`src/sv/dfr_pkg.sv`:
```
// Shared types, codes and helpers for the delta frame RLE decoder.
// Used by the parser, the result queue, the output sequencer and the top level.
package dfr_pkg;

    // Result kinds.
    localparam logic [1:0] KIND_GEOM  = 2'd0;
    localparam logic [1:0] KIND_WRITE = 2'd1;
    localparam logic [1:0] KIND_DONE  = 2'd2;
    localparam logic [1:0] KIND_ERROR = 2'd3;

    // Error codes carried by a finish result.
    localparam logic [2:0] ERR_NONE         = 3'd0;
    localparam logic [2:0] ERR_SHORT_HEADER = 3'd1;
    localparam logic [2:0] ERR_BAD_SIZE     = 3'd2;
    localparam logic [2:0] ERR_BOUNDS       = 3'd3;
    localparam logic [2:0] ERR_ZERO_RUN     = 3'd4;
    localparam logic [2:0] ERR_OVERFLOW     = 3'd5;
    localparam logic [2:0] ERR_TRUNCATED    = 3'd6;

    // Byte positions inside the bounding-box header and a record header.
    localparam logic [2:0] HDR_LEFT_HI   = 3'd1;
    localparam logic [2:0] HDR_TOP_HI    = 3'd3;
    localparam logic [2:0] HDR_RIGHT_HI  = 3'd5;
    localparam logic [2:0] HDR_BOTTOM_HI = 3'd7;
    localparam logic [2:0] REC_CTRL_HI   = 3'd1;
    localparam logic [2:0] REC_X_HI      = 3'd3;
    localparam logic [2:0] REC_Y_LO      = 3'd4;
    localparam logic [2:0] REC_Y_HI      = 3'd5;

    // Queue between the parser and the output sequencer.
    localparam int QUEUE_DEPTH = 4;
    localparam int QUEUE_PTR_W = $clog2(QUEUE_DEPTH);
    localparam int QUEUE_CNT_W = QUEUE_PTR_W + 1;

    typedef struct packed {
        logic [1:0]        kind;
        logic signed [15:0] origin_x;
        logic signed [15:0] origin_y;
        logic [13:0]       image_width;
        logic [13:0]       image_height;
        logic [12:0]       pixel_row;
        logic [12:0]       pixel_column;
        logic [6:0]        run_length;
        logic [7:0]        pixel_value;
        logic [2:0]        error_code;
        logic              end_of_run;
    } result_t;

    // One queue entry holds every result caused by one input byte: a main
    // result, optionally followed by a finish result, or a finish result alone.
    typedef struct packed {
        result_t    first;
        logic       has_second;
        logic [2:0] second_code;
    } entry_t;

    function automatic result_t finish_result(input logic [2:0] code, input logic eor);
        result_t r;
        r = '0;
        r.kind = (code == ERR_NONE) ? KIND_DONE : KIND_ERROR;
        r.error_code = code;
        r.end_of_run = eor;
        return r;
    endfunction

endpackage

```
`src/sv/dfr_in_if.sv`:
```
// Input channel of the delta frame RLE decoder: one blob byte per item.
// Stand-alone; no package needed.
interface dfr_in_if;
    logic       valid;
    logic       ready;
    logic [7:0] data_byte;
    logic       last_byte;

    modport source (output valid, output data_byte, output last_byte, input ready);
    modport sink (input valid, input data_byte, input last_byte, output ready);
endinterface

```
`src/sv/dfr_out_if.sv`:
```
// Result channel of the delta frame RLE decoder: one result per item.
// Stand-alone; no package needed.
interface dfr_out_if;
    logic               valid;
    logic               ready;
    logic [1:0]         kind;
    logic signed [15:0] origin_x;
    logic signed [15:0] origin_y;
    logic [13:0]        image_width;
    logic [13:0]        image_height;
    logic [12:0]        pixel_row;
    logic [12:0]        pixel_column;
    logic [6:0]         run_length;
    logic [7:0]         pixel_value;
    logic [2:0]         error_code;
    logic               end_of_run;

    modport source (output valid, input ready, output kind, output origin_x,
        output origin_y, output image_width, output image_height, output pixel_row,
        output pixel_column, output run_length, output pixel_value, output error_code,
        output end_of_run);
    modport sink (input valid, output ready, input kind, input origin_x,
        input origin_y, input image_width, input image_height, input pixel_row,
        input pixel_column, input run_length, input pixel_value, input error_code,
        input end_of_run);
endinterface

```
`src/sv/dfr_front.sv`:
```
// Parser of the decoder: accepts blob bytes, tracks header and record state
// and pushes the results of each byte into the queue. Depends on dfr_pkg, dfr_in_if.
module dfr_front #(
    parameter int MAX_DIM = 8192
) (
    input  logic           clk,
    input  logic           rst_n,
    dfr_in_if.sink         blob,
    input  logic           full,
    output logic           push,
    output dfr_pkg::entry_t entry
);
    import dfr_pkg::*;

    localparam int DIM_W = $clog2(MAX_DIM + 1);
    localparam int POS_W = $clog2(MAX_DIM);

    typedef enum logic [6:0] {
        PH_HDR   = 7'b0000001,
        PH_REC   = 7'b0000010,
        PH_RAW   = 7'b0000100,
        PH_PKT   = 7'b0001000,
        PH_FILL  = 7'b0010000,
        PH_LIT   = 7'b0100000,
        PH_DRAIN = 7'b1000000
    } phase_t;

    phase_t             phase_reg, phase_next;
    logic [2:0]         idx_reg, idx_next;
    logic [7:0]         hold_reg, hold_next;
    logic [15:0]        left_reg, left_next;
    logic [15:0]        top_reg, top_next;
    logic [15:0]        word_reg, word_next;
    logic [16:0]        col_reg, col_next;
    logic [16:0]        end_reg, end_next;
    logic [DIM_W-1:0]   width_reg, width_next;
    logic [DIM_W-1:0]   height_reg, height_next;
    logic [POS_W-1:0]   row_reg, row_next;
    logic [POS_W-1:0]   column_reg, column_next;
    logic [14:0]        rem_reg, rem_next;
    logic [6:0]         pkt_reg, pkt_next;

    logic               accept;
    logic               last;
    logic [15:0]        word;
    logic [17:0]        w_calc;
    logic [17:0]        h_calc;
    logic               size_bad;
    logic [16:0]        col_calc;
    logic [16:0]        row_calc;
    logic               bounds_bad;
    logic [6:0]         len;
    logic               have_main;
    result_t            main_res;
    logic               have_fin;
    logic [2:0]         fin_code;
    logic               done;

    assign blob.ready = !full;
    assign accept = blob.valid && blob.ready;
    assign last = blob.last_byte;
    assign word = {blob.data_byte, hold_reg};
    assign len = blob.data_byte[7:1];

    assign w_calc = {{2{word_reg[15]}}, word_reg} - {{2{left_reg[15]}}, left_reg} + 18'd1;
    assign h_calc = {{2{word[15]}}, word} - {{2{top_reg[15]}}, top_reg} + 18'd1;
    assign size_bad = w_calc[17] || (w_calc == '0) || (w_calc > 18'(MAX_DIM))
                   || h_calc[17] || (h_calc == '0) || (h_calc > 18'(MAX_DIM));

    assign col_calc = {word[15], word} - {left_reg[15], left_reg};
    assign row_calc = {word[15], word} - {top_reg[15], top_reg};
    // The record's end column was formed one byte earlier, so only compares remain for it here.
    assign bounds_bad = col_reg[16] || (end_reg > 17'(width_reg))
                     || row_calc[16] || (row_calc[15:0] >= 16'(height_reg));

    always_comb
    begin
        phase_next  = phase_reg;
        idx_next    = idx_reg;
        hold_next   = hold_reg;
        left_next   = left_reg;
        top_next    = top_reg;
        word_next   = word_reg;
        col_next    = col_reg;
        end_next    = end_reg;
        width_next  = width_reg;
        height_next = height_reg;
        row_next    = row_reg;
        column_next = column_reg;
        rem_next    = rem_reg;
        pkt_next    = pkt_reg;
        have_main   = 1'b0;
        main_res    = '0;
        have_fin    = 1'b0;
        fin_code    = ERR_NONE;
        done        = 1'b0;

        if (accept)
        begin
            case (phase_reg)
                PH_HDR:
                begin
                    if (idx_reg == HDR_BOTTOM_HI)
                    begin
                        if (size_bad)
                        begin
                            have_fin = 1'b1;
                            fin_code = ERR_BAD_SIZE;
                        end
                        else
                        begin
                            width_next = DIM_W'(w_calc);
                            height_next = DIM_W'(h_calc);
                            have_main = 1'b1;
                            main_res.kind = KIND_GEOM;
                            main_res.origin_x = left_reg;
                            main_res.origin_y = top_reg;
                            main_res.image_width = 14'(w_calc);
                            main_res.image_height = 14'(h_calc);
                            phase_next = PH_REC;
                            idx_next = '0;
                            if (last)
                            begin
                                have_fin = 1'b1;
                                fin_code = ERR_NONE;
                            end
                        end
                    end
                    else
                    begin
                        if (idx_reg == HDR_LEFT_HI)
                        begin
                            left_next = word;
                        end
                        if (idx_reg == HDR_TOP_HI)
                        begin
                            top_next = word;
                        end
                        if (idx_reg == HDR_RIGHT_HI)
                        begin
                            word_next = word;
                        end
                        hold_next = blob.data_byte;
                        idx_next = idx_reg + 3'd1;
                        if (last)
                        begin
                            have_fin = 1'b1;
                            fin_code = ERR_SHORT_HEADER;
                        end
                    end
                end

                PH_REC:
                begin
                    if (idx_reg == REC_CTRL_HI && word == '0)
                    begin
                        have_fin = 1'b1;
                        fin_code = ERR_NONE;
                    end
                    else if (idx_reg == REC_Y_HI)
                    begin
                        if (bounds_bad)
                        begin
                            have_fin = 1'b1;
                            fin_code = ERR_BOUNDS;
                        end
                        else
                        begin
                            row_next = POS_W'(row_calc);
                            column_next = POS_W'(col_reg);
                            rem_next = word_reg[15:1];
                            idx_next = '0;
                            if (word_reg[15:1] == '0)
                            begin
                                // An empty record: straight on to the next record header.
                                if (last)
                                begin
                                    have_fin = 1'b1;
                                    fin_code = ERR_NONE;
                                end
                            end
                            else
                            begin
                                phase_next = word_reg[0] ? PH_PKT : PH_RAW;
                                if (last)
                                begin
                                    have_fin = 1'b1;
                                    fin_code = ERR_TRUNCATED;
                                end
                            end
                        end
                    end
                    else
                    begin
                        if (idx_reg == REC_CTRL_HI)
                        begin
                            word_next = word;
                        end
                        if (idx_reg == REC_X_HI)
                        begin
                            col_next = col_calc;
                        end
                        if (idx_reg == REC_Y_LO)
                        begin
                            end_next = col_reg + {2'b00, word_reg[15:1]};
                        end
                        hold_next = blob.data_byte;
                        idx_next = idx_reg + 3'd1;
                        if (last)
                        begin
                            have_fin = 1'b1;
                            fin_code = ERR_NONE;
                        end
                    end
                end

                PH_RAW:
                begin
                    have_main = 1'b1;
                    main_res.kind = KIND_WRITE;
                    main_res.pixel_row = 13'(row_reg);
                    main_res.pixel_column = 13'(column_reg);
                    main_res.run_length = 7'd1;
                    main_res.pixel_value = blob.data_byte;
                    column_next = column_reg + POS_W'(1);
                    rem_next = rem_reg - 15'd1;
                    done = (rem_reg == 15'd1);
                    if (done)
                    begin
                        phase_next = PH_REC;
                        idx_next = '0;
                    end
                    if (last)
                    begin
                        have_fin = 1'b1;
                        fin_code = done ? ERR_NONE : ERR_TRUNCATED;
                    end
                end

                PH_PKT:
                begin
                    if (len == '0)
                    begin
                        have_fin = 1'b1;
                        fin_code = ERR_ZERO_RUN;
                    end
                    else if ({8'd0, len} > rem_reg)
                    begin
                        have_fin = 1'b1;
                        fin_code = ERR_OVERFLOW;
                    end
                    else
                    begin
                        pkt_next = len;
                        phase_next = blob.data_byte[0] ? PH_FILL : PH_LIT;
                        if (last)
                        begin
                            have_fin = 1'b1;
                            fin_code = ERR_TRUNCATED;
                        end
                    end
                end

                PH_FILL:
                begin
                    have_main = 1'b1;
                    main_res.kind = KIND_WRITE;
                    main_res.pixel_row = 13'(row_reg);
                    main_res.pixel_column = 13'(column_reg);
                    main_res.run_length = pkt_reg;
                    main_res.pixel_value = blob.data_byte;
                    column_next = column_reg + POS_W'(pkt_reg);
                    rem_next = rem_reg - {8'd0, pkt_reg};
                    pkt_next = '0;
                    phase_next = PH_PKT;
                    // The packet never exceeds what is left, so equality means the record is done.
                    done = (rem_reg == {8'd0, pkt_reg});
                    if (done)
                    begin
                        phase_next = PH_REC;
                        idx_next = '0;
                    end
                    if (last)
                    begin
                        have_fin = 1'b1;
                        fin_code = done ? ERR_NONE : ERR_TRUNCATED;
                    end
                end

                PH_LIT:
                begin
                    have_main = 1'b1;
                    main_res.kind = KIND_WRITE;
                    main_res.pixel_row = 13'(row_reg);
                    main_res.pixel_column = 13'(column_reg);
                    main_res.run_length = 7'd1;
                    main_res.pixel_value = blob.data_byte;
                    column_next = column_reg + POS_W'(1);
                    rem_next = rem_reg - 15'd1;
                    pkt_next = pkt_reg - 7'd1;
                    if (pkt_reg == 7'd1)
                    begin
                        phase_next = PH_PKT;
                    end
                    done = (rem_reg == 15'd1);
                    if (done)
                    begin
                        phase_next = PH_REC;
                        idx_next = '0;
                    end
                    if (last)
                    begin
                        have_fin = 1'b1;
                        fin_code = done ? ERR_NONE : ERR_TRUNCATED;
                    end
                end

                PH_DRAIN:
                begin
                    if (last)
                    begin
                        phase_next = PH_HDR;
                        idx_next = '0;
                    end
                end

                default:
                begin
                    phase_next = PH_HDR;
                    idx_next = '0;
                end
            endcase

            // A finish ends the blob: drain to the last byte, or rearm at once.
            if (have_fin)
            begin
                phase_next = last ? PH_HDR : PH_DRAIN;
                idx_next = '0;
            end
        end
    end

    always_comb
    begin
        entry = '0;
        if (have_main)
        begin
            entry.first = main_res;
            entry.first.end_of_run = !have_fin;
            entry.has_second = have_fin;
            entry.second_code = fin_code;
        end
        else
        begin
            entry.first = finish_result(fin_code, 1'b1);
        end
    end

    assign push = accept && (have_main || have_fin);

    always_ff @(posedge clk or negedge rst_n)
    begin
        if (!rst_n)
        begin
            phase_reg <= PH_HDR;
            idx_reg <= '0;
        end
        else
        begin
            phase_reg <= phase_next;
            idx_reg <= idx_next;
        end
    end

    always_ff @(posedge clk)
    begin
        hold_reg <= hold_next;
        left_reg <= left_next;
        top_reg <= top_next;
        word_reg <= word_next;
        col_reg <= col_next;
        end_reg <= end_next;
        width_reg <= width_next;
        height_reg <= height_next;
        row_reg <= row_next;
        column_reg <= column_next;
        rem_reg <= rem_next;
        pkt_reg <= pkt_next;
    end

endmodule

```
`src/sv/dfr_queue.sv`:
```
// Short queue of per-byte result entries between the parser and the
// output sequencer. Depends on dfr_pkg.
module dfr_queue (
    input  logic            clk,
    input  logic            rst_n,
    input  logic            push,
    input  dfr_pkg::entry_t push_entry,
    output logic            full,
    input  logic            pop,
    output dfr_pkg::entry_t pop_entry,
    output logic            not_empty
);
    import dfr_pkg::*;

    entry_t                 slots [QUEUE_DEPTH];
    logic [QUEUE_PTR_W-1:0] wr_ptr_reg, wr_ptr_next;
    logic [QUEUE_PTR_W-1:0] rd_ptr_reg, rd_ptr_next;
    logic [QUEUE_CNT_W-1:0] count_reg, count_next;

    assign full = (count_reg == QUEUE_CNT_W'(QUEUE_DEPTH));
    assign not_empty = (count_reg != '0);
    assign pop_entry = slots[rd_ptr_reg];

    always_comb
    begin
        wr_ptr_next = wr_ptr_reg;
        rd_ptr_next = rd_ptr_reg;
        count_next = count_reg;
        if (push)
        begin
            wr_ptr_next = wr_ptr_reg + QUEUE_PTR_W'(1);
        end
        if (pop)
        begin
            rd_ptr_next = rd_ptr_reg + QUEUE_PTR_W'(1);
        end
        if (push && !pop)
        begin
            count_next = count_reg + QUEUE_CNT_W'(1);
        end
        else if (pop && !push)
        begin
            count_next = count_reg - QUEUE_CNT_W'(1);
        end
    end

    always_ff @(posedge clk or negedge rst_n)
    begin
        if (!rst_n)
        begin
            wr_ptr_reg <= '0;
            rd_ptr_reg <= '0;
            count_reg <= '0;
        end
        else
        begin
            wr_ptr_reg <= wr_ptr_next;
            rd_ptr_reg <= rd_ptr_next;
            count_reg <= count_next;
        end
    end

    always_ff @(posedge clk)
    begin
        if (push)
        begin
            slots[wr_ptr_reg] <= push_entry;
        end
    end

`ifndef NO_ASSERTIONS
    a_no_push_when_full: assert property (@(posedge clk) disable iff (!rst_n)
        full |-> !push)
        else $error("queue written while full");
    a_no_pop_when_empty: assert property (@(posedge clk) disable iff (!rst_n)
        !not_empty |-> !pop)
        else $error("queue read while empty");
    a_count_tracks_pointers: assert property (@(posedge clk) disable iff (!rst_n)
        (count_reg != QUEUE_CNT_W'(QUEUE_DEPTH)) |->
        (QUEUE_PTR_W'(count_reg) == QUEUE_PTR_W'(wr_ptr_reg - rd_ptr_reg)))
        else $error("queue count disagrees with pointers");
`endif

endmodule

```
`src/sv/dfr_back.sv`:
```
// Output sequencer: turns queue entries into single results on the result channel, one
// per cycle while the sink is ready, behind an output register. Depends on dfr_pkg, dfr_out_if.
module dfr_back (
    input  logic            clk,
    input  logic            rst_n,
    input  logic            not_empty,
    input  dfr_pkg::entry_t entry,
    output logic            pop,
    dfr_out_if.source       result
);
    import dfr_pkg::*;

    logic       out_valid_reg, out_valid_next;
    result_t    out_reg, out_next;
    logic       sec_pend_reg, sec_pend_next;
    logic [2:0] sec_code_reg, sec_code_next;
    logic       fire;

    assign fire = out_valid_reg && result.ready;
    // A new entry loads when the output stage is empty or is being emptied
    // with nothing of the previous entry left to send.
    assign pop = not_empty && (!out_valid_reg || (fire && !sec_pend_reg));

    always_comb
    begin
        out_valid_next = out_valid_reg;
        out_next = out_reg;
        sec_pend_next = sec_pend_reg;
        sec_code_next = sec_code_reg;
        if (fire && sec_pend_reg)
        begin
            out_next = finish_result(sec_code_reg, 1'b1);
            sec_pend_next = 1'b0;
        end
        else if (pop)
        begin
            out_valid_next = 1'b1;
            out_next = entry.first;
            sec_pend_next = entry.has_second;
            sec_code_next = entry.second_code;
        end
        else if (fire)
        begin
            out_valid_next = 1'b0;
        end
    end

    always_ff @(posedge clk or negedge rst_n)
    begin
        if (!rst_n)
        begin
            out_valid_reg <= 1'b0;
            sec_pend_reg <= 1'b0;
        end
        else
        begin
            out_valid_reg <= out_valid_next;
            sec_pend_reg <= sec_pend_next;
        end
    end

    always_ff @(posedge clk)
    begin
        out_reg <= out_next;
        sec_code_reg <= sec_code_next;
    end

    assign result.valid = out_valid_reg;
    assign result.kind = out_reg.kind;
    assign result.origin_x = out_reg.origin_x;
    assign result.origin_y = out_reg.origin_y;
    assign result.image_width = out_reg.image_width;
    assign result.image_height = out_reg.image_height;
    assign result.pixel_row = out_reg.pixel_row;
    assign result.pixel_column = out_reg.pixel_column;
    assign result.run_length = out_reg.run_length;
    assign result.pixel_value = out_reg.pixel_value;
    assign result.error_code = out_reg.error_code;
    assign result.end_of_run = out_reg.end_of_run;

`ifndef NO_ASSERTIONS
    a_pending_needs_valid: assert property (@(posedge clk) disable iff (!rst_n)
        sec_pend_reg |-> out_valid_reg)
        else $error("second result pending with no result shown");
    a_second_is_finish: assert property (@(posedge clk) disable iff (!rst_n)
        (fire && sec_pend_reg) |=>
        ((out_reg.kind == KIND_DONE || out_reg.kind == KIND_ERROR) && out_reg.end_of_run))
        else $error("second result of a byte is not a closing finish");
    a_write_has_length: assert property (@(posedge clk) disable iff (!rst_n)
        (out_valid_reg && out_reg.kind == KIND_WRITE) |-> (out_reg.run_length != '0))
        else $error("pixel write with zero length");
`endif

endmodule

```
`src/sv/delta_frame_rle_decoder.sv`:
```
// Top level of the delta frame RLE decoder: parser, result queue, output sequencer.
// Depends on dfr_pkg, dfr_in_if, dfr_out_if, dfr_front, dfr_queue, dfr_back.
//
//   Channel  Dir  Item                         Payload
//   blob     in   one byte of the blob         data_byte, last_byte
//   result   out  geometry, write, ok or error kind .. end_of_run
//
// One byte is taken per cycle while the queue is not full. A byte that causes two
// results (geometry or a write followed by a finish) needs the output for both; the four-entry
// queue absorbs this, so the output register sets the sustained rate.
// A result passes through a queue slot and then the output register before it becomes valid.
// Reset is asynchronous and active low; no clearing pass follows it.
// The input stalls only when the queue is full.
module delta_frame_rle_decoder #(
    parameter int MAX_DIM = 8192
) (
    input  logic      clk,
    input  logic      rst_n,
    dfr_in_if.sink    blob,
    dfr_out_if.source result
);
    import dfr_pkg::*;

    logic   push;
    logic   full;
    entry_t push_entry;
    logic   pop;
    logic   not_empty;
    entry_t pop_entry;

    dfr_front #(
        .MAX_DIM(MAX_DIM)
    ) u_front (
        .clk   (clk),
        .rst_n (rst_n),
        .blob  (blob),
        .full  (full),
        .push  (push),
        .entry (push_entry)
    );

    dfr_queue u_queue (
        .clk        (clk),
        .rst_n      (rst_n),
        .push       (push),
        .push_entry (push_entry),
        .full       (full),
        .pop        (pop),
        .pop_entry  (pop_entry),
        .not_empty  (not_empty)
    );

    dfr_back u_back (
        .clk       (clk),
        .rst_n     (rst_n),
        .not_empty (not_empty),
        .entry     (pop_entry),
        .pop       (pop),
        .result    (result)
    );

endmodule

```
`src/flat_wrapper.sv`:
```
// flat-port wrapper written by rule: the top's interface ports become plain ports
module delta_frame_rle_decoder_flat import dfr_pkg::*;
#(
    parameter int MAX_DIM = 8192
)
  (clk, rst_n, blob_valid, blob_data_byte, blob_last_byte, blob_ready, result_valid, result_ready, result_kind, result_origin_x, result_origin_y, result_image_width, result_image_height, result_pixel_row, result_pixel_column, result_run_length, result_pixel_value, result_error_code, result_end_of_run);
  dfr_in_if blob_i ();
  dfr_out_if result_i ();
  input  logic clk;
  input  logic rst_n;
  input wire logic [$bits(blob_i.valid)-1:0] blob_valid;
  input wire logic [$bits(blob_i.data_byte)-1:0] blob_data_byte;
  input wire logic [$bits(blob_i.last_byte)-1:0] blob_last_byte;
  output wire logic [$bits(blob_i.ready)-1:0] blob_ready;
  output wire logic [$bits(result_i.valid)-1:0] result_valid;
  input wire logic [$bits(result_i.ready)-1:0] result_ready;
  output wire logic [$bits(result_i.kind)-1:0] result_kind;
  output wire logic [$bits(result_i.origin_x)-1:0] result_origin_x;
  output wire logic [$bits(result_i.origin_y)-1:0] result_origin_y;
  output wire logic [$bits(result_i.image_width)-1:0] result_image_width;
  output wire logic [$bits(result_i.image_height)-1:0] result_image_height;
  output wire logic [$bits(result_i.pixel_row)-1:0] result_pixel_row;
  output wire logic [$bits(result_i.pixel_column)-1:0] result_pixel_column;
  output wire logic [$bits(result_i.run_length)-1:0] result_run_length;
  output wire logic [$bits(result_i.pixel_value)-1:0] result_pixel_value;
  output wire logic [$bits(result_i.error_code)-1:0] result_error_code;
  output wire logic [$bits(result_i.end_of_run)-1:0] result_end_of_run;
  assign blob_i.valid = blob_valid;
  assign blob_i.data_byte = blob_data_byte;
  assign blob_i.last_byte = blob_last_byte;
  assign blob_ready = blob_i.ready;
  assign result_valid = result_i.valid;
  assign result_i.ready = result_ready;
  assign result_kind = result_i.kind;
  assign result_origin_x = result_i.origin_x;
  assign result_origin_y = result_i.origin_y;
  assign result_image_width = result_i.image_width;
  assign result_image_height = result_i.image_height;
  assign result_pixel_row = result_i.pixel_row;
  assign result_pixel_column = result_i.pixel_column;
  assign result_run_length = result_i.run_length;
  assign result_pixel_value = result_i.pixel_value;
  assign result_error_code = result_i.error_code;
  assign result_end_of_run = result_i.end_of_run;
  delta_frame_rle_decoder #(.MAX_DIM(MAX_DIM)) u_core (.clk(clk), .rst_n(rst_n), .blob(blob_i), .result(result_i));
endmodule
```
`config.mk`:
```
export PLATFORM = sky130hd
export DESIGN_NAME = delta_frame_rle_decoder_flat
export DESIGN_NICKNAME = d
export VERILOG_FILES = /design/src/sv/dfr_pkg.sv /design/src/sv/dfr_in_if.sv /design/src/sv/dfr_out_if.sv /design/src/sv/dfr_front.sv /design/src/sv/dfr_queue.sv /design/src/sv/dfr_back.sv /design/src/sv/delta_frame_rle_decoder.sv /design/src/flat_wrapper.sv
export SDC_FILE = /design/constraint.sdc
export NUM_CORES = 1
export LEC_CHECK = 0
export BUFFER_PORTS_ARGS = -buffer_cell sky130_fd_sc_hd__buf_2
export CORE_MARGIN = 2
export CORE_UTILIZATION = 52
export CTS_CLUSTER_DIAMETER = 100
export DETAILED_ROUTE_END_ITERATION = 6
export PLACE_DENSITY_LB_ADDON = 0.1
export SLEW_MARGIN = 15
export SYNTH_ARGS = -nofsm -noshare
export SYNTH_HDL_FRONTEND = slang
export SYNTH_SLANG_ARGS = --single-unit
```
`constraint.sdc`:
```
create_clock -name clk -period 9.9 [get_ports clk]
set_input_delay 0.495 -clock clk [delete_from_list [all_inputs] [get_ports clk]]
set_output_delay 0.495 -clock clk [all_outputs]
set_load 0.1 [all_outputs]
```
# ---- Yosys cells after proc, flatten, opt, wreduce, memory -nomap -nowiden
# Memory sizes are Yosys's and may differ from the RTL's.
# Cells that the tools add are included.
dict set report op_classes {
  reduce_logical 55
  n_lt_le_gt_ge 5
  n_eq_ne 41
  muxes 100
  add_sub_neg 17
  n_bitwise 6
}
# operator count
set op_table {}
lappend op_table {{$mux W107} 3}
lappend op_table {{$mux W60} 3}
lappend op_table {{$mux W7} 16}
lappend op_table {{$mux W103} 1}
lappend op_table {{$pmux W41 S2} 1}
lappend op_table {{$mux W16} 5}
lappend op_table {{$mux W3} 24}
lappend op_table {{$sub A16 B16 Y17} 4}
lappend op_table {{$pmux W7 S7} 1}
lappend op_table {{$mux W15} 3}
lappend op_table {{$pmux W15 S3} 1}
lappend op_table {{$mux W13} 3}
lappend op_table {{$pmux W13 S3} 1}
lappend op_table {{$add A17 B2 Y18 const B} 2}
lappend op_table {{$gt A18 B14 Y1 const B} 2}
lappend op_table {{$logic_not A18 Y1} 2}
lappend op_table {{$ne A3 B3 Y1 const B} 11}
lappend op_table {{$pmux W16 S2} 1}
lappend op_table {{$reduce_and A5 Y1} 5}
lappend op_table {{$mux W8} 3}
lappend op_table {{$mux W1} 22}
lappend op_table {{$pmux W7 S3} 1}
lappend op_table {{$ne A2 B2 Y1 const B} 10}
lappend op_table {{$pmux W3 S6} 1}
lappend op_table {{other kinds (51)} 98}
dict set report totals {
  reg_bits 295
  mem_bits_rw 444
  word_cells 256
  n_memories 1
}
# name depth width rd rd_ports_with_merged_regs wr line_no
set mem_list {}
lappend mem_list {u_core.u_queue.slots 4 111 1 0 1 dfr_queue.sv:15} ;# entry_t slots [QUEUE_DEPTH];

# ---- Longest topological paths before layout
# Gate-level depths: netlist of run 1.
dict set report logic_depth {
  word_depth 19
  depth_mapped 25
  depth_no_buf 25
}

# ---- Modules after synthesis
# Synthesis of run 1 repeated with hierarchy kept, for this count alone.
dict set report hier_totals {
  hier_cells 2540
  hier_area_um2 34894.7
}
# mod area_per_inst_um2 instances cells_each
set modules_own_cells {}
lappend modules_own_cells {dfr_queue 16477.1 1 614}
lappend modules_own_cells {dfr_front 14010.9 1 1431}
lappend modules_own_cells {dfr_back 4406.7 1 495}

# ---- Worst setup path after synthesis of run 1
# OpenSTA, ideal clock, no wires.
dict set report synth_timing {
  kind {register -> register}
  startpoint {reg u_core.u_front.hold_reg[6]}
  endpoint {mem u_core.u_queue.slots[0][0] (netlist name), enable pin}
  setup_slack_ps 1313
  t_arrival_ps 8004
  path_stages_with_launch 19
  setup_time_ps 583
  cell_sequence {edfxtp_1 > ha_1 > inv_1 > fa_1 > nor2b_1 > a22o_1 > a31oi_1 > a31oi_1 > o21ai_0 > xor2_1 > ha_1 > o211ai_1 > nor2_1 > o21ai_0 > nand3_1 > o21bai_1 > o211ai_1 > o41ai_4 > nor2_1}
}
# element line_no
set synth_lines {}
lappend synth_lines {{from (decl)} dfr_front.sv:30} ;# logic [7:0] hold_reg, hold_next;
lappend synth_lines {{from (signal assigned)} dfr_front.sv:377} ;# hold_reg <= hold_next;
lappend synth_lines {{$sub A16 B16 Y17} dfr_front.sv:71} ;# assign row_calc = {word[15], word} - {top_reg[15], top_reg};
lappend synth_lines {{named net u_core.u_front.row_calc[12]} dfr_front.sv:50} ;# logic [16:0] row_calc;
lappend synth_lines {{$ge A16 B14 Y1} dfr_front.sv:74} ;# || row_calc[16] || (row_calc[15:0] >= 16'(height_reg));
lappend synth_lines {{$logic_or A1 B1 Y1} dfr_front.sv:74}
lappend synth_lines {{$mux W1} dfr_front.sv:162} ;# if (bounds_bad)
lappend synth_lines {{$mux W1} dfr_front.sv:160} ;# else if (idx_reg == REC_Y_HI)
lappend synth_lines {{$mux W1} dfr_front.sv:155} ;# if (idx_reg == REC_CTRL_HI && word == '0)
lappend synth_lines {{$pmux W1 S4} dfr_front.sv:100} ;# case (phase_reg)
lappend synth_lines {{$mux W1 (2 in series)} dfr_front.sv:98} ;# if (accept)
lappend synth_lines {{$logic_or A1 B1 Y1} dfr_front.sv:359} ;# assign push = accept && (have_main || have_fin);
lappend synth_lines {{$logic_and A1 B1 Y1} dfr_front.sv:359}
lappend synth_lines {{$mux W1} dfr_queue.sv:65} ;# if (push)
lappend synth_lines {{$mux W1 (implied by the code)} dfr_queue.sv:67} ;# slots[wr_ptr_reg] <= push_entry;
lappend synth_lines {{to (decl)} dfr_queue.sv:15}
# The timed path passes the listed nets, and every way through them passes these cells. The select of a mux whose other input is x is not followed.

# ---- Worst setup path in the final report of run 1
dict set report layout_timing {
  startpoint {reg u_core.u_front.word_reg[1]}
  endpoint {reg u_core.u_queue.count_reg[1]}
}
# element line_no
set layout_lines {}
lappend layout_lines {{from (decl)} dfr_front.sv:33} ;# logic [15:0] word_reg, word_next;
lappend layout_lines {{from (signal assigned)} dfr_front.sv:380} ;# word_reg <= word_next;
lappend layout_lines {{$sub A16 B16 Y17 *} dfr_front.sv:65} ;# assign w_calc = {{2{word_reg[15]}}, word_reg} - {{2{left_reg[15]}}, left_reg} + 18'd1;
lappend layout_lines {{$add A17 B2 Y18 *} dfr_front.sv:65}
lappend layout_lines {{named net u_core.u_front.w_calc[7]} dfr_front.sv:46} ;# logic [17:0] w_calc;
lappend layout_lines {{branches (longest 2 deep; another with $gt A18 B14 Y1)} -}
lappend layout_lines {{$logic_or A1 B1 Y1 *} dfr_front.sv:67} ;# assign size_bad = w_calc[17] || (w_calc == '0) || (w_calc > 18'(MAX_DIM))
lappend layout_lines {{$logic_or A1 B1 Y1 * (3 in series)} dfr_front.sv:68} ;# || h_calc[17] || (h_calc == '0) || (h_calc > 18'(MAX_DIM));
lappend layout_lines {{$mux W1} dfr_front.sv:105} ;# if (size_bad)
lappend layout_lines {{$mux W1} dfr_front.sv:103} ;# if (idx_reg == HDR_BOTTOM_HI)
lappend layout_lines {{$pmux W1 S4} dfr_front.sv:100}
lappend layout_lines {{$mux W1 (2 in series)} dfr_front.sv:98}
lappend layout_lines {{$logic_or A1 B1 Y1 *} dfr_front.sv:359}
lappend layout_lines {{$logic_and A1 B1 Y1 *} dfr_front.sv:359}
lappend layout_lines {{named net u_core.push} delta_frame_rle_decoder.sv:24} ;# logic push;
lappend layout_lines {{$logic_and A1 B1 Y1 *} dfr_queue.sv:37} ;# if (push && !pop)
lappend layout_lines {{$mux W3 *} dfr_queue.sv:37}
lappend layout_lines {{named net u_core.u_queue.count_next[1]} dfr_queue.sv:18} ;# logic [QUEUE_CNT_W-1:0] count_reg, count_next;
lappend layout_lines {{to (signal assigned)} dfr_queue.sv:59} ;# count_reg <= count_next;
lappend layout_lines {{to (decl)} dfr_queue.sv:18}
# Mark *: on every way through the listed nets, which the timed path passes. The select of a mux whose other input is x is not followed.
# A chain may end at the register's enable or synchronous reset.

==> results of run 1 <==
per-layer routing:
layer / global-route usage / share of wire / vias up
met5: 0 / 0 / -
met4: 0.0750 / 0.023 / 0
met3: 0.0357 / 0.056 / 103
met2: 0.385 / 0.46 / 667
met1: 0.366 / 0.46 / 10700
li1: - / - / 9579
logic make-up (layout without fill, tap and decap cells):
group	after synthesis	in the layout	share of synthesized area
fa+ha+maj	181	181	0.0718
mux	117	117	0.0761
compound gates	313	313	0.0649
xor+xnor	82	82	0.0215
buf+inv	259	459	0.0289
simple gates	809	809	0.112
other cells	1	4	0.000111
flops	739	739	0.624
what timing repair did:
action,4_1_cts,5_1_grt
setup buffers,0,0
hold buffers,1,0
hold endpoints to repair,18,0
power by group:
part / internal [W] / leakage, nW / switching, W
registers: 0.00393 / 6.58 / 0.000324
clock network: 0.00177 / 1.28 / 0.00120
logic: 0.00125 / 6.56 / 0.00313
metrics by stage:
stage / instances / utilization / hold WS [ps] / power, W
6_report: 3559 / 0.591 / 182 / 0.0116
5_1_grt: 3559 / 0.591 / 185 / 0.0121
4_1_cts: 3559 / 0.591 / 141 / 0.0117
3_5_place_dp: 3416 / 0.550 / 442 / 0.00871
3_3_place_gp: 3416 / 0.550 / 437 / 0.00867
2_1_floorplan: 2504 / - / 199 / 0.00770
cells in the mapped netlist, types with 37 or more instances:
cell type	n
dfxtp_1	102
o21ai_0	62
ha_1	160
a21oi_1	71
nor2_1	153
mux4_2	111
clkbuf_1	74
inv_1	167
and3_1	43
edfxtp_1	618
nand3_1	136
xnor2_1	56
nand2_1	310
nor3_1	37
how the worst min path moves through the flow:
stage | to | from | slack [ps] | depth (start not counted)
finish | u_core.u_front.phase_reg[6]$_DFFE_PN0P_ | blob_last_byte | 180 | 2
detailed placement | u_core.u_back.result.origin_y[9]$_SDFFE_PP0P_ | u_core.u_back.result.origin_y[9]$_SDFFE_PP0P_ | 440 | 2
global placement | u_core.u_back.result.image_width[5]$_SDFFE_PP0P_ | u_core.u_back.result.image_width[5]$_SDFFE_PP0P_ | 440 | 2
floorplan | u_core.u_back.result.valid$_DFFE_PN0P_ | rst_n | 200 | 0
CTS | u_core.u_front.phase_reg[6]$_DFFE_PN0P_ | blob_last_byte | 140 | 2
global route | u_core.u_front.phase_reg[6]$_DFFE_PN0P_ | blob_last_byte | 180 | 2
critical path, cell delays in order, from the launching register on:
cell and delay [ps]:
edfxtp_1 520, inv_1 80, ha_1 270, inv_1 60, ha_1 180, inv_1 60, fa_1 390, nand2b_1 190
a21boi_0 390, o31a_2 190, a21oi_1 70, nor4_1 760, a31o_2 290, and4_4 280, a31oi_4 150, o41ai_4 910
inv_1 110, ha_1 240, inv_1 80, fa_1 400, mux2_2 270
area by class of cell:
class                      count  share of cell area
sequential                   739               0.554
multi-input combinational   1506               0.309
clock buffer                 105              0.0583
tap                          855              0.0281
timing repair buffer         148              0.0226
inverter                     169              0.0167
clock inverter                37              0.0111
==> results by group, run 1 <==
Place
  – IO Port Bufs: between 100 and 150
  – Setup WS pre-CTS: approximately 4000 ps
  – Routability cong.: between 0.9 and 1
  – Placed wire-length estimate: about 56,000 um
  – Area after DPL: ~35,000 um^2

Cells and area
  – Ant. Diodes: 0
  – Commonest non-fill, non-tap cells in the layout: edfxtp_1, nand2_1, inv_1
  – Area growth from synthesis to layout: 12.8%
  – Layout cells sized above 1: 0.155
  – Fin area: 38,100 um^2
  – Multi-input logic area: approximately 12,000 um^2
  – Most common cell after layout, fill and taps aside: edfxtp_1
  – Largest register FFs: approximately 440
  – Final nets: 2,836
  – # fillers: approximately 5,000
  – Register area: between 20,000 and 25,000 um^2

Flow run
  – Max-cap check violation count: 0

Yosys
  – Mean post-synth cell area: roughly 13 um^2
  – Synth Flop Type: edfxtp_1
  – Post-synth EDFFs: 618
  – Yosys warning count: 0
  – Asr flop ratio synth: 0.0257
  – Area contributors post-synth: edfxtp_1, mux4_2, dfxtp_1, ha_1, nand2_1
  – Synthesized area: ~34,000 um^2
  – Part of the Yosys area used for sequential elements: 0.624
  – Synthesized flop and latch total: around 740
  – Syn Inst Count: 2,501
  – Synth cell types: 85
  – Post-synth top area share: 0.550
  – Area leader, netlist: edfxtp_1

Drt
  – DR vias: 21,000
  – Avg WL per Cell: 23.1 um
  – Initial detailed-routing violation count: roughly 1,800
  – Vias per cell: approximately 6
  – Post-DRT Antenna Nets: 0
  – Drt pass-1 iters: 5
  – DRC viols: 0
  – DRT Wirelength: roughly 82,000 um

STA
  – Worst-case clock skew: roughly 26 ps
  – Worst slew pin tran: ~1100 ps
  – Setup violators final: 0
  – Fmax: ~0.17 GHz
  – Slack of the critical path: just under 4000 ps
  – Crit path time final: 5990 ps
  – Fin. Hold Viols: 0
  – Setup TNS: 0 ps
  – RSZ-0062 raised after global routing: no
  – Slew Limit Fails: 0
  – Tcrit/Tclk final: 0.605
  – Relative slew slack: 0.232

Floorplan
  – Die area: around 67,000 um^2
  – Top-level I/O count: ~120
  – Initial Utilization: 0.525
  – Row cnt: 93
  – Die H: ~260 um
  – Die W: between 200 and 300 um
  – Core footprint: approximately 64,000 um^2

Critical path
  – Crit path capture: u_core.u_queue.count_reg[1]$_DFFE_PN0P_
  – Setup crit start kind: flip-flop
  – Worst endpoint required time: 10,410 ps
  – Kind of critical path: reg -> reg
  – Crit-path max FO: 7
  – CP Data Arrival Time: 6510 ps
  – Critical Path Source: u_core.u_front.word_reg[1]$_DFFE_PP_
  – Reg2reg end: u_core.u_queue.count_reg[1]$_DFFE_PN0P_
  – Crit end category: flip-flop
  – Critical R2R Launch: u_core.u_front.word_reg[1]$_DFFE_PP_
  – Reg-to-reg setup timing slack: 3910 ps
  – R2R depth: 20

Global routing
  – Global-route usage over all layers: 0.248
  – First-pass GRT wire length: 126,000 um
  – Pin count of the biggest net entering global routing: between 100 and 150
  – Antenna violations before repair: 0
  – GR Overflow Total: 0
  – Vias in the first global route: around 21,000

Clocking
  – Clk_lat worst skew: just over 600 ps
  – Post-CTS sizing: 0
  – CTS H-Tree Depth: 3
  – Root Buffer: clkbuf_16
  – CTS tree: yes
  – CTS Buffer Depth: 3
  – TritonCTS sink count: approximately 740
  – Clock-pin slew on the worst setup and hold paths: approximately 60 ps
  – Total CTS buffers: 78

Status
  – Status: finished, final reports clean

Power and ir drop
  – VDD IR max: approximately 0.22 mV
  – Leak: around 14 nW
  – P per Cell Area: about 300 nW/um^2

Hold path
  – Hold Crit Class: in -> reg
No activity file was read; power rests on OpenSTA's default activity.
==> run 2: changes to the inputs <==
clock period = 6 ns   (was 9.9 ns; I/O delays follow)
==> run 2 against run 1 <==
Net effect: sequential power increased by 65%; fmax up 5.0%; critical path type unchanged; register-to-register slack got worse by 3600 ps; design area grew 0.36%; largest power group unchanged.
==> results by group, run 2 (synthesis results as in run 1) <==
STA
  – Crit path time final: 5700 ps (was 5990 ps)
  – Fmax: 0.175 GHz (was 0.167 GHz)
  – Relative slew slack: 0.283 (was 0.232)
  – Slew Limit Fails: 0 (unchanged)
  – Setup TNS: 0 ps (unchanged)
  – Worst-case clock skew: 24.2 ps (was 26.0 ps)
  – RSZ-0062 raised after global routing: no (unchanged)
  – Worst slew pin tran: 1070 ps (was 1140 ps)
  – Setup violators final: 0 (unchanged)
  – Tcrit/Tclk final: 0.951 (was 0.605)
  – Final Hold Slack: 86.2 ps (was 182 ps)
  – Fin. Hold Viols: 0 (unchanged)

Power and ir drop
  – Clk pwr share: 0.252 (was 0.256)
  – P per Cell Area: 497 nW/um^2 (was 305 nW/um^2)
  – Cell internal pwr: 0.0114 W (was 0.00695 W)
  – PnR Total Power: 0.0190 W (was 0.0116 W)
  – Leak: 14.5 nW (was 14.4 nW)
  – Switching power: 0.00763 W (was 0.00465 W)
  – Comb power frac: 0.379 (was 0.378)
  – VDD IR max: 0.354 mV (was 0.222 mV)
  – Switching power share of the total: 0.402 (was 0.401)
  – Power share of the sequential group: 0.370 (was 0.367)

Critical path
  – CP Data Arrival Time: 6200 ps (was 6510 ps)
  – Critical-path top delay cell: a211oi_1 (was o41ai_4)
  – CP peak stage delay: 730 ps (was 910 ps)
  – Setup crit start kind: flip-flop (unchanged)
  – Critical Path Source: u_core.u_front.word_reg[1]$_DFFE_PP_ (unchanged)
  – Crit end category: flip-flop (unchanged)
  – Crit-path max FO: 7 (unchanged)
  – R2R depth: 22 (was 20)
  – Critical R2R Launch: u_core.u_front.word_reg[1]$_DFFE_PP_ (unchanged)
  – Kind of critical path: reg -> reg (unchanged)
  – Reg2reg end: u_core.u_queue.count_reg[1]$_DFFE_PN0P_ (unchanged)
  – Worst endpoint required time: 6500 ps (was 10,410 ps)
  – Critical path's most frequent cell: inv_1 (unchanged)
  – Crit path cell chain: inv_1, ha_1, inv_1, ha_1, inv_1, fa_1, nand2b_1, a21bo_2, a21o_1, a211oi_1, and3_1, nand4_1, and4_4, nand4_2, inv_2, o41ai_4, buf_4, inv_1, ha_1, inv_1, fa_1, mux2_2 (was inv_1, ha_1, inv_1, ha_1, inv_1, fa_1, nand2b_1, a21boi_0, o31a_2, a21oi_1, nor4_1, a31o_2, and4_4, a31oi_4, o41ai_4, inv_1, ha_1, inv_1, fa_1, mux2_2)
  – Reg-to-reg setup timing slack: 300 ps (was 3910 ps)
  – Crit path capture: u_core.u_queue.count_reg[1]$_DFFE_PN0P_ (unchanged)

Floorplan
  – Row cnt: 93 (unchanged)
  – Top-level I/O count: 122 (unchanged)
  – Die H: 259 um (unchanged)
  – Core footprint: 64,300 um^2 (unchanged)
  – Die area: 67,000 um^2 (unchanged)
  – Initial Utilization: 0.525 (unchanged)
  – Die W: 259 um (unchanged)

Status
  – Status: finished, final reports clean (unchanged)

Cells and area
  – Core Util, Final: 0.594 (was 0.591)
  – Largest register FFs: 444 (unchanged)
  – Most common cell after layout, fill and taps aside: edfxtp_1 (unchanged)
  – # fillers: 5,056 (was 4,997)
  – Layout cells sized above 1: 0.163 (was 0.155)
  – Post-Layout Cell Count: 3,587 (was 3,559)
  – Commonest non-fill, non-tap cells in the layout: edfxtp_1, nand2_1, inv_1 (unchanged)
  – Final nets: 2,860 (was 2,836)
  – Area growth from synthesis to layout: 13.2% (was 12.8%)

Clocking
  – Total CTS buffers: 78 (unchanged)
  – Root Buffer: clkbuf_16 (unchanged)
  – CTS Buffer Depth: 3 (unchanged)
  – CTS H-Tree Depth: 3 (unchanged)
  – TritonCTS sink count: 739 (unchanged)
  – Post-CTS sizing: 0 (unchanged)
  – Clk_lat worst skew: 620 ps (about the same)
  – Clock-pin slew on the worst setup and hold paths: 60 ps (about the same)
  – CTS tree: yes (unchanged)
  – Setup Buffers After CTS: 0 (unchanged)

Drt
  – Avg WL per Cell: 23.0 um (was 23.1 um)
  – DRC viols: 0 (unchanged)
  – Initial detailed-routing violation count: 2,013 (was 1,753)
  – Post-DRT Antenna Nets: 0 (unchanged)
  – Vias per cell: 5.86 (was 5.91)
  – DRT Wirelength: 82,600 um (was 82,200 um)
  – DR vias: 21,000 (about the same)
  – Drt pass-1 iters: 5 (unchanged)

Global routing
  – Global-route usage over all layers: 0.251 (was 0.248)
  – Pin count of the biggest net entering global routing: 77 (was 112)
  – First-pass GRT wire length: 127,000 um (was 126,000 um)
  – Antenna violations before repair: 2 (was 0)
  – GR Overflow Total: 0 (unchanged)
  – Vias in the first global route: 20,800 (about the same)

Place
  – # placed instances: 3,439 (was 3,416)
  – Routability cong.: 0.964 (was 0.914)
  – IO Port Bufs: 121 (unchanged)
  – Placed wire-length estimate: 58,000 um (was 55,600 um)

Hold path
  – Hold Crit Class: in -> reg (unchanged)

Flow run
  – Max-cap check violation count: 0 (unchanged)
[run 2: cell types whose count changed in the layout (fill, tap and decap cells not counted), sizes merged]
cell         before  now
dlygate4sd3       1    2
clkinv           26   25
diode             0    2
clkinvlp          2    3
buf             147  170
clkbuf          105  107
[run 2: how the worst min path moves through the flow]
stage               depth (start not counted)                                      to              start  slack [ps]
detailed placement                          1  u_core.u_back.result.valid$_DFFE_PN0P_              rst_n         310
CTS                                         1    u_core.u_front.top_reg[11]$_DFFE_PP_  blob_data_byte[3]          30
floorplan                                   0  u_core.u_back.result.valid$_DFFE_PN0P_              rst_n           4
global route                                1    u_core.u_front.top_reg[11]$_DFFE_PP_  blob_data_byte[3]          50
finish                                      1    u_core.u_front.top_reg[11]$_DFFE_PP_  blob_data_byte[3]          90
global placement                            1  u_core.u_back.sec_pend_reg$_DFFE_PN0P_              rst_n         310
[run 2: area by class of cell]
type,count,area (um^2),area share
sequential,739,21100,0.552
multi-input combinational,1506,11800,0.308
clock buffer,107,2110,0.0553
timing repair buffer,172,1080,0.0283
tap,855,1070,0.0280
inverter,169,636,0.0166
clock inverter,37,440,0.0115
antenna,2,5.00,0.000131
[run 2: critical path, delay by kind of cell (launching register included)]
family	cells	cell delay, ps
AO/OA/AOI/OAI	4	1470
adder cells (fa/ha/maj)	5	1440
multiplexers	1	260
flip-flops	1	490
buffers and inverters	7	660
AND/OR/NAND/NOR	5	1250
[run 2: repair_timing]
action | 4_1_cts | 5_1_grt
endpoints found under the setup margin | 0 | 0
endpoints found under the hold margin | 20 | 0
hold buffers | 2 | 0
[run 2: power groups by stage]
stage,clock (W),sequential [W],combinational [W]
6_report,0.00478,0.00702,0.00719
5_1_grt,0.00509,0.00711,0.00772
4_1_cts,0.00488,0.00703,0.00724
3_5_place_dp,0,0.00713,0.00721
3_3_place_gp,0,0.00709,0.00716
2_1_floorplan,0,0.00921,0.00348
[run 2: per-stage QoR]
step                setup WS (ps)  area [um^2]
finish                        295        38200
global route                 5.91        38200
CTS                           297        38200
detailed placement            339        35600
global placement              317        35600
floorplan                    -731        33800
[run 2: layer usage]
layer / part of all wire / track usage / vias to the layer above
met3: 0.056 / 0.0375 / 107
met2: 0.46 / 0.387 / 615
met5: 0.00016 / 0 / -
met4: 0.023 / 0.0726 / 2
li1: - / - / 9654
met1: 0.46 / 0.372 / 10700
==> run 3: changes to the inputs <==
==> constraint.sdc (replaced) <==
create_clock -name clk -period 7 [get_ports clk]
set_input_delay 1.4 -clock clk [delete_from_list [all_inputs] [get_ports clk]]
set_output_delay 1.4 -clock clk [all_outputs]
set_load 0.1 [all_outputs]
==> run 3 against run 2 <==
Net effect: clock skew is 2.3 ps higher; wire length about the same; non-clock buffer count decreased by 1; die area unchanged; power fell by 14%; worst setup slack better by 1000 ps; sequential share of layout area barely moved; first-iteration DRC count shrank 15%; core utilization about the same; global-route usage decreased by 0.11 points; register-to-register slack improved by 1000 ps; clock power shrank 14%; largest power group unchanged.
==> results by group, run 3 (synthesis results as in run 1) <==
STA
  – RSZ-0062 raised after global routing: no (unchanged)
  – Crit path time final: 5680 ps (was 5700 ps)
  – Fin. Hold Viols: 0 (unchanged)
  – Worst-case clock skew: 26.5 ps (was 24.2 ps)
  – Setup violators final: 0 (unchanged)
  – Worst slew pin tran: 1170 ps (was 1070 ps)
  – Relative slew slack: 0.221 (was 0.283)
  – Fmax: 0.176 GHz (was 0.175 GHz)
  – Tcrit/Tclk final: 0.812 (was 0.951)
  – Slack of the critical path: 1320 ps (was 295 ps)
  – Slew Limit Fails: 0 (unchanged)
  – Final Hold Slack: 450 ps (was 86.2 ps)

Cells and area
  – Final nets: 2,860 (unchanged)
  – Fin area: 38,200 um^2 (about the same)
  – Multi-input logic area: 11,800 um^2 (unchanged)
  – Post-Layout Cell Count: 3,587 (unchanged)
  – Largest register FFs: 444 (unchanged)
  – # fillers: 5,033 (was 5,056)
  – Layout cells sized above 1: 0.164 (was 0.163)
  – Ant. Diodes: 0 (was 2)
  – Register area: 21,100 um^2 (unchanged)
  – Area growth from synthesis to layout: 13.2% (about the same)
  – Commonest non-fill, non-tap cells in the layout: edfxtp_1, nand2_1, inv_1 (unchanged)
  – Most common cell after layout, fill and taps aside: edfxtp_1 (unchanged)

Place
  – Placed wire-length estimate: 58,200 um (was 58,000 um)
  – Area after DPL: 35,700 um^2 (was 35,600 um^2)
  – IO Port Bufs: 121 (unchanged)
  – # placed instances: 3,440 (was 3,439)
  – Setup WS pre-CTS: 903 ps (was 339 ps)
  – Routability cong.: 0.940 (was 0.964)

Hold path
  – Hold path depth: 2 (was 1)
  – Hold Crit Class: reg -> reg (was in -> reg)
  – Hold path start: u_core.u_back.result.pixel_row[12]$_SDFFE_PP0P_ (was blob_data_byte[3])
  – Worst Hold End: u_core.u_back.result.pixel_row[12]$_SDFFE_PP0P_ (was u_core.u_front.top_reg[11]$_DFFE_PP_)

Critical path
  – Crit end category: flip-flop (unchanged)
  – Reg2reg end: u_core.u_queue.count_reg[1]$_DFFE_PN0P_ (unchanged)
  – Reg-to-reg setup timing slack: 1320 ps (was 300 ps)
  – Critical R2R Launch: u_core.u_front.hold_reg[6]$_DFFE_PP_ (was u_core.u_front.word_reg[1]$_DFFE_PP_)
  – R2R depth: 23 (was 22)
  – Worst endpoint required time: 7510 ps (was 6500 ps)
  – Crit-path max FO: 7 (unchanged)
  – Kind of critical path: reg -> reg (unchanged)
  – CP Data Arrival Time: 6190 ps (was 6200 ps)
  – Setup crit start kind: flip-flop (unchanged)

Clocking
  – Clock-pin slew on the worst setup and hold paths: 60 ps (about the same)
  – TritonCTS sink count: 739 (unchanged)
  – CTS tree: yes (unchanged)
  – Hold Buf Count CTS: 0 (was 2)
  – CTS H-Tree Depth: 3 (unchanged)
  – CTS Buffer Depth: 3 (unchanged)
  – Post-CTS sizing: 0 (unchanged)
  – Clk_lat worst skew: 620 ps (about the same)
  – Total CTS buffers: 79 (was 78)
  – Root Buffer: clkbuf_16 (unchanged)
  – Setup Buffers After CTS: 0 (unchanged)

Power and ir drop
  – Clk pwr share: 0.251 (was 0.252)
  – P per Cell Area: 427 nW/um^2 (was 497 nW/um^2)
  – Switching power share of the total: 0.403 (was 0.402)
  – Switching power: 0.00657 W (was 0.00763 W)
  – Comb power frac: 0.378 (was 0.379)
  – Leak: 14.5 nW (about the same)
  – Power share of the sequential group: 0.371 (was 0.370)
  – Cell internal pwr: 0.00973 W (was 0.0114 W)
  – VDD IR max: 0.274 mV (was 0.354 mV)

Drt
  – Post-DRT Antenna Nets: 0 (unchanged)
  – Avg WL per Cell: 23.0 um (about the same)
  – Initial detailed-routing violation count: 1,707 (was 2,013)
  – DRT Wirelength: 82,600 um (about the same)
  – Vias per cell: 5.83 (was 5.86)
  – DR vias: 20,900 (was 21,000)
  – Drt pass-1 iters: 7 (was 5)
  – DRC viols: 0 (unchanged)

Global routing
  – Antenna violations before repair: 0 (was 2)
  – Global-route usage over all layers: 0.250 (was 0.251)
  – Vias in the first global route: 20,600 (was 20,800)
  – First-pass GRT wire length: 126,000 um (was 127,000 um)
  – GR Overflow Total: 0 (unchanged)
  – Pin count of the biggest net entering global routing: 106 (was 77)

Flow run
  – Max-cap check violation count: 0 (unchanged)

Floorplan
  – Die H: 259 um (unchanged)
  – Row cnt: 93 (unchanged)
  – Top-level I/O count: 122 (unchanged)
  – Die W: 259 um (unchanged)
  – Initial Utilization: 0.525 (unchanged)
  – Core footprint: 64,300 um^2 (unchanged)
  – Die area: 67,000 um^2 (unchanged)

Status
  – Status: finished, final reports clean (unchanged)
==> run 3: cell count changes in the layout (fill, tap and decap cells not counted), moves of 2 or more <==
cell           change
clkbuf_1           -6
diode_2            -2
bufinv_16          -2
clkinv_1           +7
clkbuf_16          +2
inv_6              +3
clkbuf_4           +2
buf_12             +2
dlygate4sd3_1      -2
clkinvlp_4         -2
==> run 3: critical path: stages, from the launching register on <==
cell      delay [ps]
edfxtp_1         570
ha_1             250
inv_1             70
fa_1             430
nor2b_1          150
a22o_1           190
a31oi_1          350
a31oi_1          190
o21ai_0          230
xor2_1           290
ha_1             320
a21oi_1          150
o21ai_0          120
nand2_1           90
nand3_1          100
o21bai_1         170
o211ai_1         310
o41ai_4          300
buf_4            260
inv_1             70
ha_1             200
inv_1             80
fa_1             410
mux2_2           280
==> run 3: power by group through the flow <==
stage	Sequential, W	Clock, W	Combinational, W
2_1_floorplan	0.00790	0	0.00298
3_3_place_gp	0.00611	0	0.00614
3_5_place_dp	0.00614	0	0.00617
4_1_cts	0.00605	0.00418	0.00620
5_1_grt	0.00612	0.00436	0.00661
6_report	0.00604	0.00409	0.00616
==> run 3: per-layer routing <==
layer  part of all wire  global-route usage  vias up
met4              0.018              0.0636        0
met2               0.46               0.388      624
met3              0.064              0.0436       93
li1                   -                   -     9631
met5                  0                   0        -
met1               0.45               0.367    10600
==> run 3: worst max path at each step <==
| stage | startpoint | endpoint | slack, ps | depth (start not counted) |
|---|---|---|---|---|
| 2_1_floorplan | blob_data_byte[4] | u_core.u_queue.slots[0][0]$_DFFE_PP_ | -610 | 14 |
| 3_3_place_gp | blob_data_byte[4] | u_core.u_queue.slots[1][87]$_DFFE_PP_ | 1010 | 16 |
| 3_5_place_dp | blob_data_byte[4] | u_core.u_queue.slots[1][89]$_DFFE_PP_ | 900 | 16 |
| 4_1_cts | u_core.u_front.hold_reg[6]$_DFFE_PP_ | u_core.u_queue.count_reg[1]$_DFFE_PN0P_ | 1340 | 23 |
| 5_1_grt | u_core.u_front.hold_reg[6]$_DFFE_PP_ | u_core.u_queue.count_reg[1]$_DFFE_PN0P_ | 930 | 23 |
| 6_report | u_core.u_front.hold_reg[6]$_DFFE_PP_ | u_core.u_queue.count_reg[1]$_DFFE_PN0P_ | 1320 | 23 |
==> run 3: area by class of cell <==
class                      instances  share of cell area
clock buffer                     106              0.0567
multi-input combinational       1506               0.308
clock inverter                    41              0.0103
inverter                         169              0.0166
timing repair buffer             171              0.0286
tap                              855              0.0280
sequential                       739               0.552
==> run 3: per-stage QoR <==
stage,total power (W),util,setup TNS [ps]
floorplan,0.0109,-,-269920
global placement,0.0122,0.554,0
detailed placement,0.0123,0.554,0
CTS,0.0164,0.594,0
global route,0.0171,0.594,0
finish,0.0163,0.594,0
